$ cat src/rtl/core/fwsc_pkg.sv
`timescale 1ns / 1ps

package fwsc_pkg;

    localparam int unsigned POS_W = 15;
    localparam int unsigned LEN_W = POS_W + 1;
    localparam logic [POS_W-1:0] POS_MAX = '1;

    localparam logic [7:0] KEY_MULT = 8'hFB;

    typedef logic [3:0][7:0] key_vec_t;

    // Entry 0 is the key byte used on the first byte of an image.
    localparam key_vec_t KEY_RESET = {8'h79, 8'h4E, 8'h75, 8'h42};

    typedef enum logic [2:0] {
        REG_MODE = 3'd0,
        REG_KEY0 = 3'd1,
        REG_KEY1 = 3'd2,
        REG_KEY2 = 3'd3,
        REG_KEY3 = 3'd4
    } reg_idx_t;

    typedef struct packed {
        logic [7:0] data_byte;
        logic       end_of_image;
    } item_t;

    typedef struct packed {
        logic [7:0] out_byte;
        logic       is_final;
        logic       looks_encrypted;
        logic [2:0] board_code;
        logic [3:0] version_major;
        logic [3:0] version_minor;
        logic [7:0] version_build;
        logic       size_ok;
    } result_t;

    typedef struct packed {
        logic       advance;
        logic       reload;
        logic       poke;
        logic [1:0] poke_idx;
        logic [7:0] poke_data;
    } ring_ctl_t;

    function automatic logic board_nibble_ok(input logic [3:0] nib);
        return nib inside {[4'd1:4'd7]};
    endfunction

endpackage

$ cat src/rtl/core/firmware_stream_cipher_with_header_probe.sv
`timescale 1ns / 1ps
// Channel   Signals                             Moves
// item      item_valid, item_stall, item        one image byte per request
// result    result_valid, result_stall, result  one result per request
// config    cfg_we, cfg_index, cfg_data         register write, no wait
//
// One byte is accepted per cycle unless item_stall is high; its result is registered.
// The key update is one 8x8 constant multiply and two adds, done at acceptance.
// A two-entry output buffer (result register plus skid) keeps input and output apart;
// item_stall rises only when both entries are full.
// Reset loads the key registers with their defaults and clears position and captures.

module firmware_stream_cipher_with_header_probe
    import fwsc_pkg::*;
#(
    parameter int unsigned HEADER_OFFSET   = 256,
    parameter int unsigned MIN_IMAGE_BYTES = 264,
    parameter int unsigned MAX_IMAGE_BYTES = 16384
)
(
    input  logic       clk,
    input  logic       rst_n,
    input  logic       item_valid,
    output logic       item_stall,
    input  item_t      item,
    output logic       result_valid,
    input  logic       result_stall,
    output result_t    result,
    input  logic       cfg_we,
    input  logic [2:0] cfg_index,
    input  logic [7:0] cfg_data
);

    localparam logic [POS_W-1:0] HDR_POS  = POS_W'(HEADER_OFFSET);
    localparam logic [POS_W-1:0] HDR_POS1 = POS_W'(HEADER_OFFSET + 1);
    localparam logic [LEN_W-1:0] HDR_LEN  = LEN_W'(HEADER_OFFSET);
    localparam logic [LEN_W-1:0] MIN_LEN  = LEN_W'(MIN_IMAGE_BYTES);
    localparam logic [LEN_W-1:0] MAX_LEN  = LEN_W'(MAX_IMAGE_BYTES);

    logic             mode_reg;
    logic             mode_next;
    key_vec_t         key_init_reg;
    key_vec_t         key_init_next;
    logic [POS_W-1:0] pos_reg;
    logic [POS_W-1:0] pos_next;
    logic [7:0]       raw_hdr_reg;
    logic [7:0]       raw_hdr_next;
    logic [7:0]       raw_hdr1_reg;
    logic [7:0]       raw_hdr1_next;
    logic [7:0]       dec_hdr_reg;
    logic [7:0]       dec_hdr_next;
    logic [7:0]       dec_hdr1_reg;
    logic [7:0]       dec_hdr1_next;

    logic             out_valid_reg;
    logic             out_valid_next;
    result_t          out_reg;
    result_t          out_next;
    logic             skid_valid_reg;
    logic             skid_valid_next;
    result_t          skid_reg;
    result_t          skid_next;

    logic             accept;
    logic             is_key_write;
    logic [1:0]       key_off;
    ring_ctl_t        ring_ctl;
    logic [7:0]       cipher_key;
    logic [7:0]       probe_key;
    logic [7:0]       out_byte;
    logic [7:0]       probe_byte;
    logic [7:0]       cipher_feed;
    logic [LEN_W-1:0] len;
    logic [7:0]       raw_hb;
    logic [7:0]       raw_hn;
    logic [7:0]       dec_hb;
    logic [7:0]       dec_hn;
    logic             enc;
    logic [7:0]       hb;
    logic [7:0]       hn;
    result_t          res_new;

    assign item_stall   = skid_valid_reg;
    assign accept       = item_valid && !skid_valid_reg;
    assign result_valid = out_valid_reg;
    assign result       = out_reg;

    // Configuration decode.
    always_comb
    begin
        mode_next     = mode_reg;
        key_init_next = key_init_reg;
        is_key_write  = 1'b0;
        key_off       = cfg_index[1:0] - 2'(REG_KEY0);
        if (cfg_we)
        begin
            case (reg_idx_t'(cfg_index))
                REG_MODE:
                begin
                    mode_next = cfg_data[0];
                end
                REG_KEY0, REG_KEY1, REG_KEY2, REG_KEY3:
                begin
                    is_key_write           = 1'b1;
                    key_init_next[key_off] = cfg_data;
                end
                default:
                begin
                    mode_next = mode_reg;
                end
            endcase
        end
    end

    always_comb
    begin
        ring_ctl.advance   = accept;
        ring_ctl.reload    = accept && item.end_of_image;
        // Before the first byte of an image a key write also lands in the live ring.
        ring_ctl.poke      = is_key_write && (pos_reg == '0);
        ring_ctl.poke_idx  = key_off;
        ring_ctl.poke_data = cfg_data;
    end

    assign out_byte    = item.data_byte ^ cipher_key;
    assign probe_byte  = item.data_byte ^ probe_key;
    assign cipher_feed = mode_reg ? out_byte : item.data_byte;

    fwsc_key_ring u_cipher_ring (
        .clk         (clk),
        .rst_n       (rst_n),
        .ctl         (ring_ctl),
        .init        (key_init_reg),
        .cipher_byte (cipher_feed),
        .key_now     (cipher_key)
    );

    fwsc_key_ring u_probe_ring (
        .clk         (clk),
        .rst_n       (rst_n),
        .ctl         (ring_ctl),
        .init        (key_init_reg),
        .cipher_byte (item.data_byte),
        .key_now     (probe_key)
    );

    // Header captures as they stand after this byte, so a final byte at the
    // header position already sees itself.
    assign raw_hb = (pos_reg == HDR_POS)  ? item.data_byte : raw_hdr_reg;
    assign dec_hb = (pos_reg == HDR_POS)  ? probe_byte     : dec_hdr_reg;
    assign raw_hn = (pos_reg == HDR_POS1) ? item.data_byte : raw_hdr1_reg;
    assign dec_hn = (pos_reg == HDR_POS1) ? probe_byte     : dec_hdr1_reg;

    assign len = LEN_W'(pos_reg) + LEN_W'(1);
    assign enc = (len > HDR_LEN) && !board_nibble_ok(raw_hb[7:4])
                 && board_nibble_ok(dec_hb[7:4]);
    assign hb  = enc ? dec_hb : raw_hb;
    assign hn  = enc ? dec_hn : raw_hn;

    always_comb
    begin
        res_new          = '0;
        res_new.out_byte = out_byte;
        res_new.is_final = item.end_of_image;
        if (item.end_of_image)
        begin
            res_new.looks_encrypted = enc;
            res_new.board_code      = board_nibble_ok(hb[7:4]) ? hb[6:4] : 3'd0;
            res_new.version_major   = hb[7:4];
            res_new.version_minor   = hb[3:0];
            res_new.version_build   = hn;
            res_new.size_ok         = (len >= MIN_LEN) && (len <= MAX_LEN);
        end
    end

    always_comb
    begin
        pos_next      = pos_reg;
        raw_hdr_next  = raw_hdr_reg;
        raw_hdr1_next = raw_hdr1_reg;
        dec_hdr_next  = dec_hdr_reg;
        dec_hdr1_next = dec_hdr1_reg;
        if (accept)
        begin
            if (item.end_of_image)
            begin
                pos_next      = '0;
                raw_hdr_next  = '0;
                raw_hdr1_next = '0;
                dec_hdr_next  = '0;
                dec_hdr1_next = '0;
            end
            else
            begin
                pos_next      = (pos_reg == POS_MAX) ? pos_reg : pos_reg + POS_W'(1);
                raw_hdr_next  = raw_hb;
                raw_hdr1_next = raw_hn;
                dec_hdr_next  = dec_hb;
                dec_hdr1_next = dec_hn;
            end
        end
    end

    // Output register with a skid entry behind it.
    always_comb
    begin
        out_valid_next  = out_valid_reg;
        out_next        = out_reg;
        skid_valid_next = skid_valid_reg;
        skid_next       = skid_reg;
        if (!out_valid_reg || !result_stall)
        begin
            if (skid_valid_reg)
            begin
                out_valid_next  = 1'b1;
                out_next        = skid_reg;
                skid_valid_next = 1'b0;
            end
            else
            begin
                out_valid_next = accept;
                out_next       = res_new;
            end
        end
        else if (accept)
        begin
            skid_valid_next = 1'b1;
            skid_next       = res_new;
        end
    end

    always_ff @(posedge clk or negedge rst_n)
    begin
        if (!rst_n)
        begin
            mode_reg       <= 1'b0;
            key_init_reg   <= KEY_RESET;
            pos_reg        <= '0;
            raw_hdr_reg    <= '0;
            raw_hdr1_reg   <= '0;
            dec_hdr_reg    <= '0;
            dec_hdr1_reg   <= '0;
            out_valid_reg  <= 1'b0;
            skid_valid_reg <= 1'b0;
        end
        else
        begin
            mode_reg       <= mode_next;
            key_init_reg   <= key_init_next;
            pos_reg        <= pos_next;
            raw_hdr_reg    <= raw_hdr_next;
            raw_hdr1_reg   <= raw_hdr1_next;
            dec_hdr_reg    <= dec_hdr_next;
            dec_hdr1_reg   <= dec_hdr1_next;
            out_valid_reg  <= out_valid_next;
            skid_valid_reg <= skid_valid_next;
        end
    end

    always_ff @(posedge clk)
    begin
        out_reg  <= out_next;
        skid_reg <= skid_next;
    end

endmodule

$ cat src/rtl/core/fwsc_key_ring.sv
`timescale 1ns / 1ps

module fwsc_key_ring
    import fwsc_pkg::*;
(
    input  logic       clk,
    input  logic       rst_n,
    input  ring_ctl_t  ctl,
    input  key_vec_t   init,
    input  logic [7:0] cipher_byte,
    output logic [7:0] key_now
);

    key_vec_t    keys_reg;
    key_vec_t    keys_next;
    logic [15:0] prod;

    assign prod    = 16'(cipher_byte) * 16'(KEY_MULT);
    assign key_now = keys_reg[0];

    always_comb
    begin
        keys_next = keys_reg;
        if (ctl.reload)
        begin
            keys_next = init;
        end
        else if (ctl.advance)
        begin
            // Fold the product into the next two keys, then rotate the ring by one.
            keys_next[0] = keys_reg[1] + prod[7:0];
            keys_next[1] = keys_reg[2] + prod[15:8];
            keys_next[2] = keys_reg[3];
            keys_next[3] = keys_reg[0];
        end
        if (ctl.poke)
        begin
            keys_next[ctl.poke_idx] = ctl.poke_data;
        end
    end

    always_ff @(posedge clk or negedge rst_n)
    begin
        if (!rst_n)
        begin
            keys_reg <= KEY_RESET;
        end
        else
        begin
            keys_reg <= keys_next;
        end
    end

endmodule

$ cat config.mk
export PLATFORM = sky130hd
export DESIGN_NAME = firmware_stream_cipher_with_header_probe
export DESIGN_NICKNAME = d
export VERILOG_FILES = /design/src/rtl/core/fwsc_pkg.sv /design/src/rtl/core/firmware_stream_cipher_with_header_probe.sv /design/src/rtl/core/fwsc_key_ring.sv
export SDC_FILE = /design/constraint.sdc
export NUM_CORES = 1
export LEC_CHECK = 0
export ABC_AREA = 1
export BUFFER_PORTS_ARGS = -buffer_cell sky130_fd_sc_hd__buf_2
export CAP_MARGIN = 15
export CORE_MARGIN = 2
export CORE_UTILIZATION = 60
export DETAILED_ROUTE_END_ITERATION = 7
export GPL_TIMING_DRIVEN = 0
export PLACE_DENSITY = 0.78
export SETUP_SLACK_MARGIN = 0.02
export SYNTH_ARGS = -nofsm -noshare
export SYNTH_HDL_FRONTEND = slang
export SYNTH_SLANG_ARGS = --single-unit
$ cat constraint.sdc
create_clock -name clk -period 14.43 [get_ports clk]
set_clock_uncertainty 0.1 [all_clocks]
set_input_delay 2.886 -clock clk [delete_from_list [all_inputs] [get_ports clk]]
set_output_delay 2.886 -clock clk [all_outputs]
set_load 0.1 [all_outputs]
==> results of run 1 <==
per-layer routing:
| metal | vias up | routed length (um) | track usage (%) | part of all wire, % |
|---|---|---|---|---|
| met5 | - | 0 | 0 | 0 |
| met4 | 0 | 2010 | 14.2 | 5.2 |
| met3 | 131 | 2900 | 4.39 | 7.5 |
| met2 | 546 | 18100 | 50.5 | 47 |
| met1 | 5779 | 15900 | 40.8 | 41 |
| li1 | 5886 | - | - | - |
worst max path at each step:
| stage | cells after the start | slack (ns) | end |
|---|---|---|---|
| 6_report | 30 | 5.52 | u_cipher_ring.keys_reg[15] |
| 5_1_grt | 30 | 5.06 | u_cipher_ring.keys_reg[15] |
| 4_1_cts | 30 | 5.40 | u_cipher_ring.keys_reg[15] |
| 3_5_place_dp | 30 | 4.90 | u_cipher_ring.keys_reg[15] |
| 3_3_place_gp | 29 | 5.08 | u_cipher_ring.keys_reg[15] |
| 2_1_floorplan | 29 | 6.28 | u_cipher_ring.keys_reg[15] |
critical path: cells and delay by family:
kind                       cells  cell delay [ns]
AOI/OAI and AO/OA              7             1.87
xor gates and xnor gates       2             0.35
adders and majority gates      7             2.89
buffers and inverters          6             0.62
and+or+nand+nor                8             0.59
layout by cell type, fill, tap and decap left out, types with 5 or more instances in the layout:
| cell type | count |
|---|---|
| xor2_1 | 33 |
| nor2_2 | 9 |
| o21ai_1 | 18 |
| xnor2_1 | 25 |
| buf_2 | 58 |
| o21ai_0 | 194 |
| buf_1 | 6 |
| a21oi_1 | 56 |
| inv_1 | 260 |
| nor2_4 | 7 |
| nand2_2 | 18 |
| edfxtp_1 | 60 |
| dfrtp_1 | 98 |
| and2_1 | 5 |
| clkinv_2 | 7 |
| ha_1 | 110 |
| nand3_2 | 15 |
| inv_2 | 10 |
| a22oi_1 | 7 |
| nand3_1 | 55 |
| nor2_1 | 63 |
| nand4_1 | 12 |
| fa_1 | 56 |
| nor3_1 | 8 |
| o22ai_1 | 19 |
| dfstp_2 | 48 |
| o211ai_1 | 24 |
| clkbuf_16 | 23 |
| o221ai_1 | 9 |
| clkbuf_1 | 53 |
| nand2_1 | 455 |
cells by family (layout without fill, tap and decap cells):
logic type                 after synthesis  after routing  share of synthesized area [%]
adders and majority gates              166            166                           17.2
DFF                                    206            206                           37.9
AOI/OAI and AO/OA                      344            344                           13.1
buffers and inverters                  334            437                           8.82
and+or+nand+nor                        654            654                           19.4
xor gates and xnor gates                58             58                           3.49
stage by stage:
step	hold slack [ns]	area, um^2	utilization [%]
finish	0.390	16000	67.9
global route	0.405	16000	67.9
CTS	0.389	16000	67.9
detailed placement	0.374	15300	64.8
global placement	0.366	15200	64.4
floorplan	0.353	14500	-
final cells by class:
| class | count | area (um^2) | share of cell area [%] |
|---|---|---|---|
| repair buffers | 61 | 367 | 2.29 |
| plain buffers | 61 | 256 | 1.60 |
| multi-input cells | 1222 | 7740 | 48.3 |
| clock inverters | 15 | 128 | 0.796 |
| flip-flops and latches | 206 | 5520 | 34.4 |
| well taps | 319 | 399 | 2.49 |
| inverters | 273 | 1030 | 6.40 |
| clock buffers | 27 | 601 | 3.75 |
==> summary.md, run 1 <==
| Metric | Value |
|---|---|
| First-pass GRT wire length | `62600 um` |
| RSZ-0062 raised after global routing | `no` |
| Hold EP | `raw_hdr_reg[1]` |
| Cts repair resizes | `0` |
| Vias in the first global route | `12000` |
| Syn nets | `1953` |
| Avg WL per Cell | `17.8 um` |
| Final slew viol count | `0` |
| DR DRC count | `0` |
| Via-to-Cell Ratio | `5.65` |
| Count of standard-cell rows | `56` |
| Clock Tree Buf Depth | `3` |
| Syn-to-layout area delta | `10.3%` |
| Nets | `2039` |
| Die Height | `160 um` |
| Cell with the most instances after synthesis | `nand2_1` |
| FF-to-FF path depth | `30` |
| Synthesized cell area | `14500 um^2` |
| # IOs | `57` |
| CTS tree | `yes` |
| Clock transition at the registers of the reported paths | `0.06 ns` |
| Post-Route WL | `38900 um` |
| Largest net degree at the start of global routing | `92` |
| Async SR Flop Fraction | `70.9%` |
| Crit start category | `input pin` |
| Final Setup Violations | `0` |
| Slew HR | `26.5%` |
| Die width | `160 um` |
| Worst Hold Depth | `2` |
| DP HPWL | `29600 um` |
| Cts hold-fix bufs | `0` |
| Setup WS post-layout | `5.52 ns` |
| CTS sink count | `206` |
| Number of flops mapped to enable cells by yosys | `60` |
| Crit path max fanout | `8` |
| IO Port Bufs | `56` |
| Hold Fails Final Rpt | `0` |
| #FFs+latches synth | `206` |
| Final worst path period need | `8.91 ns` |
| Worst hold start | `raw_hdr_reg[1]` |
| Inst Count DP | `2141` |
| Clk_lat worst skew | `0.54 ns` |
| Initial antenna violation count | `0` |
| Die area | `25500 um^2` |
| Total global-route track usage | `30.8%` |
| Most used DFF post-synth | `dfrtp_1` |
| Status | `completed` |
| Max cap viols | `0` |
| Gr ovfl total | `0` |
| Slowest CP cell | `o21ai_0` |
| Synth Warn # | `0` |
| Crit share post-route | `61.7%` |
| Largest area contributor in the netlist | `dfrtp_1` |
| Syn Inst Count | `1762` |
| Vias | `12300` |
| Seq/Total Area, Yosys | `37.9%` |
| CP Launch Point | `item[1]` |
| Root buffer selected by CTS | `clkbuf_16` |
| Antenna Violating Nets Remaining | `0` |
| Setup CP Type | `in -> reg` |
| Synth top area cells | `dfrtp_1, edfxtp_1, nand2_1` |
| Worst-margin pin slew | `1.09 ns` |
| Placer Congestion | `0.971` |
| Drt initial violations | `1101` |
| Setup TNS | `0 ns` |
| Hold crit path type | `reg -> reg` |
| N_diodes | `0` |
| R2r setup slk | `7.85 ns` |
| Num CTS Buffers | `23` |
| Crit end category | `flip-flop` |
| Avg Cell Area, Syn | `8.25 um^2` |
| Core Region | `23600 um^2` |
| H-Tree Depth | `1` |
| Largest register FFs | `32` |
| RR Endpoint | `u_cipher_ring.keys_reg[15]` |
| Fmax | `112 MHz` |
| Netlist cell types | `48` |
| Top cell by count, worst path | `nand2_1` |
| Worst EP arrival | `9.21 ns` |
| Share of layout cells above drive strength 1 | `11.8%` |
| Dpl ws | `4.90 ns` |
| Leading cell types by count after synthesis | `nand2_1, inv_1, o21ai_0, ha_1, dfrtp_1` |
| Max incr delay on CP | `0.84 ns` |
| Reg2reg start | `u_cipher_ring.key_now[1]` |
| Fill cells | `1919` |
| Postcts setup bufs | `0` |
| Final Instance Count excl. Fillers | `2184` |
| CP required | `14.74 ns` |
| Initial Util | `61.6%` |
| Area share of the largest cell type after synthesis | `16.9%` |
| First drt pass iteration count | `5` |
Power of run 1 is left out: the tool's default activity adds up to more than one toggle a clock period on the data nets, which glitch-free logic cannot reach.
==> run 2, diff against run 1 <==
--- a/config.mk
+++ b/config.mk
@@ -9,10 +9,10 @@
 export BUFFER_PORTS_ARGS = -buffer_cell sky130_fd_sc_hd__buf_2
 export CAP_MARGIN = 15
 export CORE_MARGIN = 2
-export CORE_UTILIZATION = 60
+export CORE_UTILIZATION = 57
 export DETAILED_ROUTE_END_ITERATION = 7
 export GPL_TIMING_DRIVEN = 0
-export PLACE_DENSITY = 0.78
+export PLACE_DENSITY = 0.77
 export SETUP_SLACK_MARGIN = 0.02
 export SYNTH_ARGS = -nofsm -noshare
 export SYNTH_HDL_FRONTEND = slang
==> constraint.sdc (replaced) <==
create_clock -name clk -period 7.13 [get_ports clk]
set_clock_uncertainty 0.1 [all_clocks]
set_input_delay 1.426 -clock clk [delete_from_list [all_inputs] [get_ports clk]]
set_output_delay 1.426 -clock clk [all_outputs]
set_load 0.1 [all_outputs]
==> summary.md, run 2 (synthesized netlist as in run 1, its figures left out) <==
| Metric | Value |
|---|---|
| Vias | `12500` |
| Hold crit path type | `reg -> reg` |
| Top cell by count, worst path | `o21ai_0` |
| Fmax | `149 MHz` |
| CP required | `7.46 ns` |
| First drt pass iteration count | `6` |
| RSZ-0062 raised after global routing | `no` |
| # IOs | `57` |
| Inst Count DP | `2152` |
| Clk_lat worst skew | `0.53 ns` |
| Crit start category | `input pin` |
| Most frequent cells in the layout | `nand2_1, inv_1, o21ai_0` |
| Syn-to-layout area delta | `11.9%` |
| Status | `completed` |
| Met1 wire length | `15600 um` |
| Final Setup Violations | `0` |
| Worst EP arrival | `7.04 ns` |
| Max incr delay on CP | `0.54 ns` |
| IO Port Bufs | `56` |
| Avg WL per Cell | `17.7 um` |
| Crit path max-delay family | `adder cells` |
| Dpl ws | `-0.922 ns` |
| DR DRC count | `0` |
| Crit share post-route | `94.2%` |
| Met2 WL | `18500 um` |
| Largest register FFs | `32` |
| Count of standard-cell rows | `58` |
| Setup WS post-layout | `0.413 ns` |
| Commonest non-fill, non-tap cell in the layout | `nand2_1` |
| Drt initial violations | `1096` |
| CTS tree | `yes` |
| CTS sink count | `206` |
| Post-route cell area | `16300 um^2` |
| Antenna Violating Nets Remaining | `0` |
| Worst hold margin | `0.391 ns` |
| Largest net degree at the start of global routing | `82` |
| Crit end category | `flip-flop` |
| H-Tree Depth | `1` |
| Gr ovfl total | `0` |
| Worst-margin pin slew | `0.768 ns` |
| Core Region | `25100 um^2` |
| Placer Congestion | `1.00` |
| Initial antenna violation count | `0` |
| Num CTS Buffers | `23` |
| Cts hold-fix bufs | `0` |
| Total global-route track usage | `29.8%` |
| Via-to-Cell Ratio | `5.67` |
| Setup CP Type | `in -> reg` |
| Nets | `2045` |
| Metal3 WL | `3080 um` |
| Root buffer selected by CTS | `clkbuf_16` |
| Die area | `26800 um^2` |
| Initial Util | `57.9%` |
| Max cap viols | `0` |
| Clock transition at the registers of the reported paths | `0.06 ns` |
| DP Area | `15300 um^2` |
| Clock Tree Buf Depth | `3` |
| Share of layout cells above drive strength 1 | `12.8%` |
| CP bufs+invs | `5` |
| Slew HR | `48.8%` |
| N_diodes | `0` |
| Final Instance Count excl. Fillers | `2199` |
| Crit path max fanout | `8` |
| First-pass GRT wire length | `62700 um` |
| Die Height | `164 um` |
| Vias in the first global route | `12200` |
| Final slew viol count | `0` |
| Top Metal Used | `met4` |
| Hold Fails Final Rpt | `0` |
| Fill cells | `2095` |
| Die width | `164 um` |
| Final worst path period need | `6.72 ns` |
| DP HPWL | `30000 um` |
| Slowest CP cell | `fa_1` |
| Post-Route WL | `38900 um` |
## run 2: cell type report
| type | count | area, um^2 | share of cell area (%) |
|---|---|---|---|
| Clock inverter | 10 | 111 | 0.684 |
| Timing Repair Buffer | 67 | 429 | 2.64 |
| Sequential cell | 206 | 5520 | 33.9 |
| Buffer | 61 | 256 | 1.58 |
| Clock buffer | 30 | 622 | 3.82 |
| Multi-Input combinational cell | 1222 | 7900 | 48.5 |
| Tap cell | 330 | 413 | 2.54 |
| Inverter | 273 | 1030 | 6.33 |
## run 2: path summary, 6_finish.rpt
kind                             startpoint                    endpoint  slack, ns  cells past startpoint
max                                 item[1]  u_cipher_ring.keys_reg[14]       0.41                     28
min                        key_init_reg[11]            key_init_reg[11]       0.39                      2
max reg2reg                        mode_reg  u_cipher_ring.keys_reg[15]       0.93                     30
min reg2reg                key_init_reg[11]            key_init_reg[11]       0.39                      2
max in group asynchronous             rst_n  u_cipher_ring.keys_reg[19]       5.23                      2
min in group asynchronous             rst_n                  pos_reg[8]       0.77                      1
## run 2: tightest hold or removal path, delay by kind of cell, from the launching register on
kind | cells | cell delay [ns]
flip-flops | 1 | 0.34
AO/OA/AOI/OAI | 1 | 0.06
AND/OR/NAND/NOR | 1 | 0.05
## run 2: through the flow
step | TNS [ns] | util, %
6_report | 0 | 64.8
5_1_grt | 0 | 64.8
4_1_cts | 0 | 63.9
3_5_place_dp | -3.96 | 61.0
3_3_place_gp | -3.30 | 60.7
2_1_floorplan | 0 | -
## run 2: routing by layer
layer,vias to the layer above,GRT usage [%]
li1,5904,-
met1,5944,38.8
met2,505,49.8
met3,113,4.39
met4,0,12.5
met5,-,0
## run 2: what timing repair did
action                     in CTS  in global routing
setup buffers                   0                  6
resized for setup               8                 32
setup endpoints to repair       5                  4
pin swaps                       0                  2
Power of run 2 is left out for the same reason.
==> run 3, diff against run 2 <==
--- a/config.mk
+++ b/config.mk
@@ -9,11 +9,12 @@
 export BUFFER_PORTS_ARGS = -buffer_cell sky130_fd_sc_hd__buf_2
 export CAP_MARGIN = 15
 export CORE_MARGIN = 2
-export CORE_UTILIZATION = 57
+export CORE_UTILIZATION = 60
 export DETAILED_ROUTE_END_ITERATION = 7
 export GPL_TIMING_DRIVEN = 0
-export PLACE_DENSITY = 0.77
+export PLACE_DENSITY = 0.78
 export SETUP_SLACK_MARGIN = 0.02
+export SKIP_LAST_GASP = 1
 export SYNTH_ARGS = -nofsm -noshare
 export SYNTH_HDL_FRONTEND = slang
 export SYNTH_SLANG_ARGS = --single-unit
==> constraint.sdc (replaced) <==
create_clock -name clk -period 7.1 [get_ports clk]
set_clock_uncertainty 0.1 [all_clocks]
set_input_delay 1.42 -clock clk [delete_from_list [all_inputs] [get_ports clk]]
set_output_delay 1.42 -clock clk [all_outputs]
set_load 0.1 [all_outputs]
==> summary.md, run 3 (synthesized netlist as in run 1, its figures left out) <==
| Metric | Value |
|---|---|
| Crit start category | `input pin` |
| Worst hold margin | `0.391 ns` |
| Worst EP arrival | `7.05 ns` |
| Clk_lat worst skew | `0.54 ns` |
| Clock transition at the registers of the reported paths | `0.06 ns` |
| DP HPWL | `29600 um` |
| Max cap viols | `0` |
| Num CTS Buffers | `23` |
| Die area | `25500 um^2` |
| Hold crit path type | `reg -> reg` |
| Hold EP | `key_init_reg[31]` |
| Vias | `12400` |
| Crit end category | `flip-flop` |
| Antenna Violating Nets Remaining | `0` |
| Die Height | `160 um` |
| Initial Util | `61.6%` |
| RR Endpoint | `u_cipher_ring.keys_reg[15]` |
| Total global-route track usage | `30.8%` |
| H-Tree Depth | `1` |
| Hold Fails Final Rpt | `0` |
| Worst-margin pin slew | `0.779 ns` |
| Fmax | `148 MHz` |
| Reg2reg start | `mode_reg` |
| Core Region | `23600 um^2` |
| Crit path max fanout | `6` |
| Final Setup Violations | `0` |
| First-pass GRT wire length | `62700 um` |
| CP required | `7.41 ns` |
| First drt pass iteration count | `6` |
| Slew HR | `48.0%` |
| Status | `completed` |
| Initial antenna violation count | `0` |
| Syn-to-layout area delta | `11.9%` |
| Cts hold-fix bufs | `0` |
| Largest register FFs | `32` |
| Gr ovfl total | `0` |
| IO Port Bufs | `56` |
| Drt initial violations | `1300` |
| Largest net degree at the start of global routing | `92` |
| Top cell by count, worst path | `inv_1` |
| Dpl ws | `-0.964 ns` |
| N_diodes | `0` |
| CTS sink count | `206` |
| Root buffer selected by CTS | `clkbuf_16` |
| Count of standard-cell rows | `56` |
| Share of layout cells above drive strength 1 | `13.2%` |
| Worst Hold Depth | `2` |
| DR DRC count | `0` |
| Worst hold start | `key_init_reg[31]` |
| Clock Tree Buf Depth | `3` |
| Vias in the first global route | `12000` |
| CP bufs+invs | `10` |
| CTS tree | `yes` |
| Commonest non-fill, non-tap cell in the layout | `nand2_1` |
| Crit share post-route | `95.0%` |
| Setup TNS | `0 ns` |
| Final slew viol count | `0` |
| Setup WS post-layout | `0.357 ns` |
| Post-Route WL | `39000 um` |
| Die width | `160 um` |
| # IOs | `57` |
| FF-to-FF path depth | `30` |
| Final worst path period need | `6.74 ns` |
| Crit path max-delay family | `adder cells` |
| Max incr delay on CP | `0.53 ns` |
| R2r setup slk | `0.81 ns` |
| Via-to-Cell Ratio | `5.65` |
| Most frequent cells in the layout | `nand2_1, inv_1, o21ai_0` |
| Placer Congestion | `0.971` |
| Avg WL per Cell | `17.8 um` |
| Slowest CP cell | `fa_1` |
| Nets | `2045` |
| Post-route core utilization | `68.9%` |
| Setup CP Type | `in -> reg` |
[run 3: final cells by class]
class	instances	area [um^2]
Multi-Input combinational cell	1222	7910
Tap cell	319	399
Inverter	273	1030
Timing Repair Buffer	67	427
Clock buffer	27	601
Sequential cell	206	5520
Clock inverter	15	128
Buffer	61	256
Fill cell	1892	7350
[run 3: worst min-delay path, cell delays in order (launching register included)]
cell and delay [ns]:
dfrtp_1 0.34, nand2_1 0.05, o21ai_0 0.06
[run 3: how the worst max path moves through the flow]
stage	slack, ns	to	depth (start not counted)	from
after floorplan	0.41	u_cipher_ring.keys_reg[15]	29	item[5]
after global placement	-0.78	u_cipher_ring.keys_reg[15]	29	item[6]
after detailed placement	-0.96	u_cipher_ring.keys_reg[15]	30	item[5]
after CTS	0.06	u_cipher_ring.keys_reg[15]	32	item[6]
after global routing	-0.02	u_cipher_ring.keys_reg[15]	35	item[2]
final	0.36	u_cipher_ring.keys_reg[15]	35	item[2]
[run 3: repair_timing]
action / 4_1_cts / 5_1_grt
resized for setup: 8 / 35
setup endpoints to repair: 5 / 5
pin swaps: 0 / 1
setup buffers: 0 / 7
cloned: 0 / 0
[run 3: per-layer routing]
| metal | share of wire, % | vias up | global-route usage [%] |
|---|---|---|---|
| met1 | 41 | 5794 | 40.8 |
| met5 | 0 | - | 0 |
| met3 | 7.5 | 130 | 4.39 |
| li1 | - | 5893 | - |
| met4 | 5.3 | 0 | 14.5 |
| met2 | 47 | 559 | 50.4 |
[run 3: metrics by stage]
stage	instance area (um^2)	std cells
after floorplan	14500	1762
after global placement	15200	2137
after detailed placement	15300	2141
after CTS	16000	2183
after global routing	16300	2190
final	16300	2190
Power of run 3 is left out for the same reason.
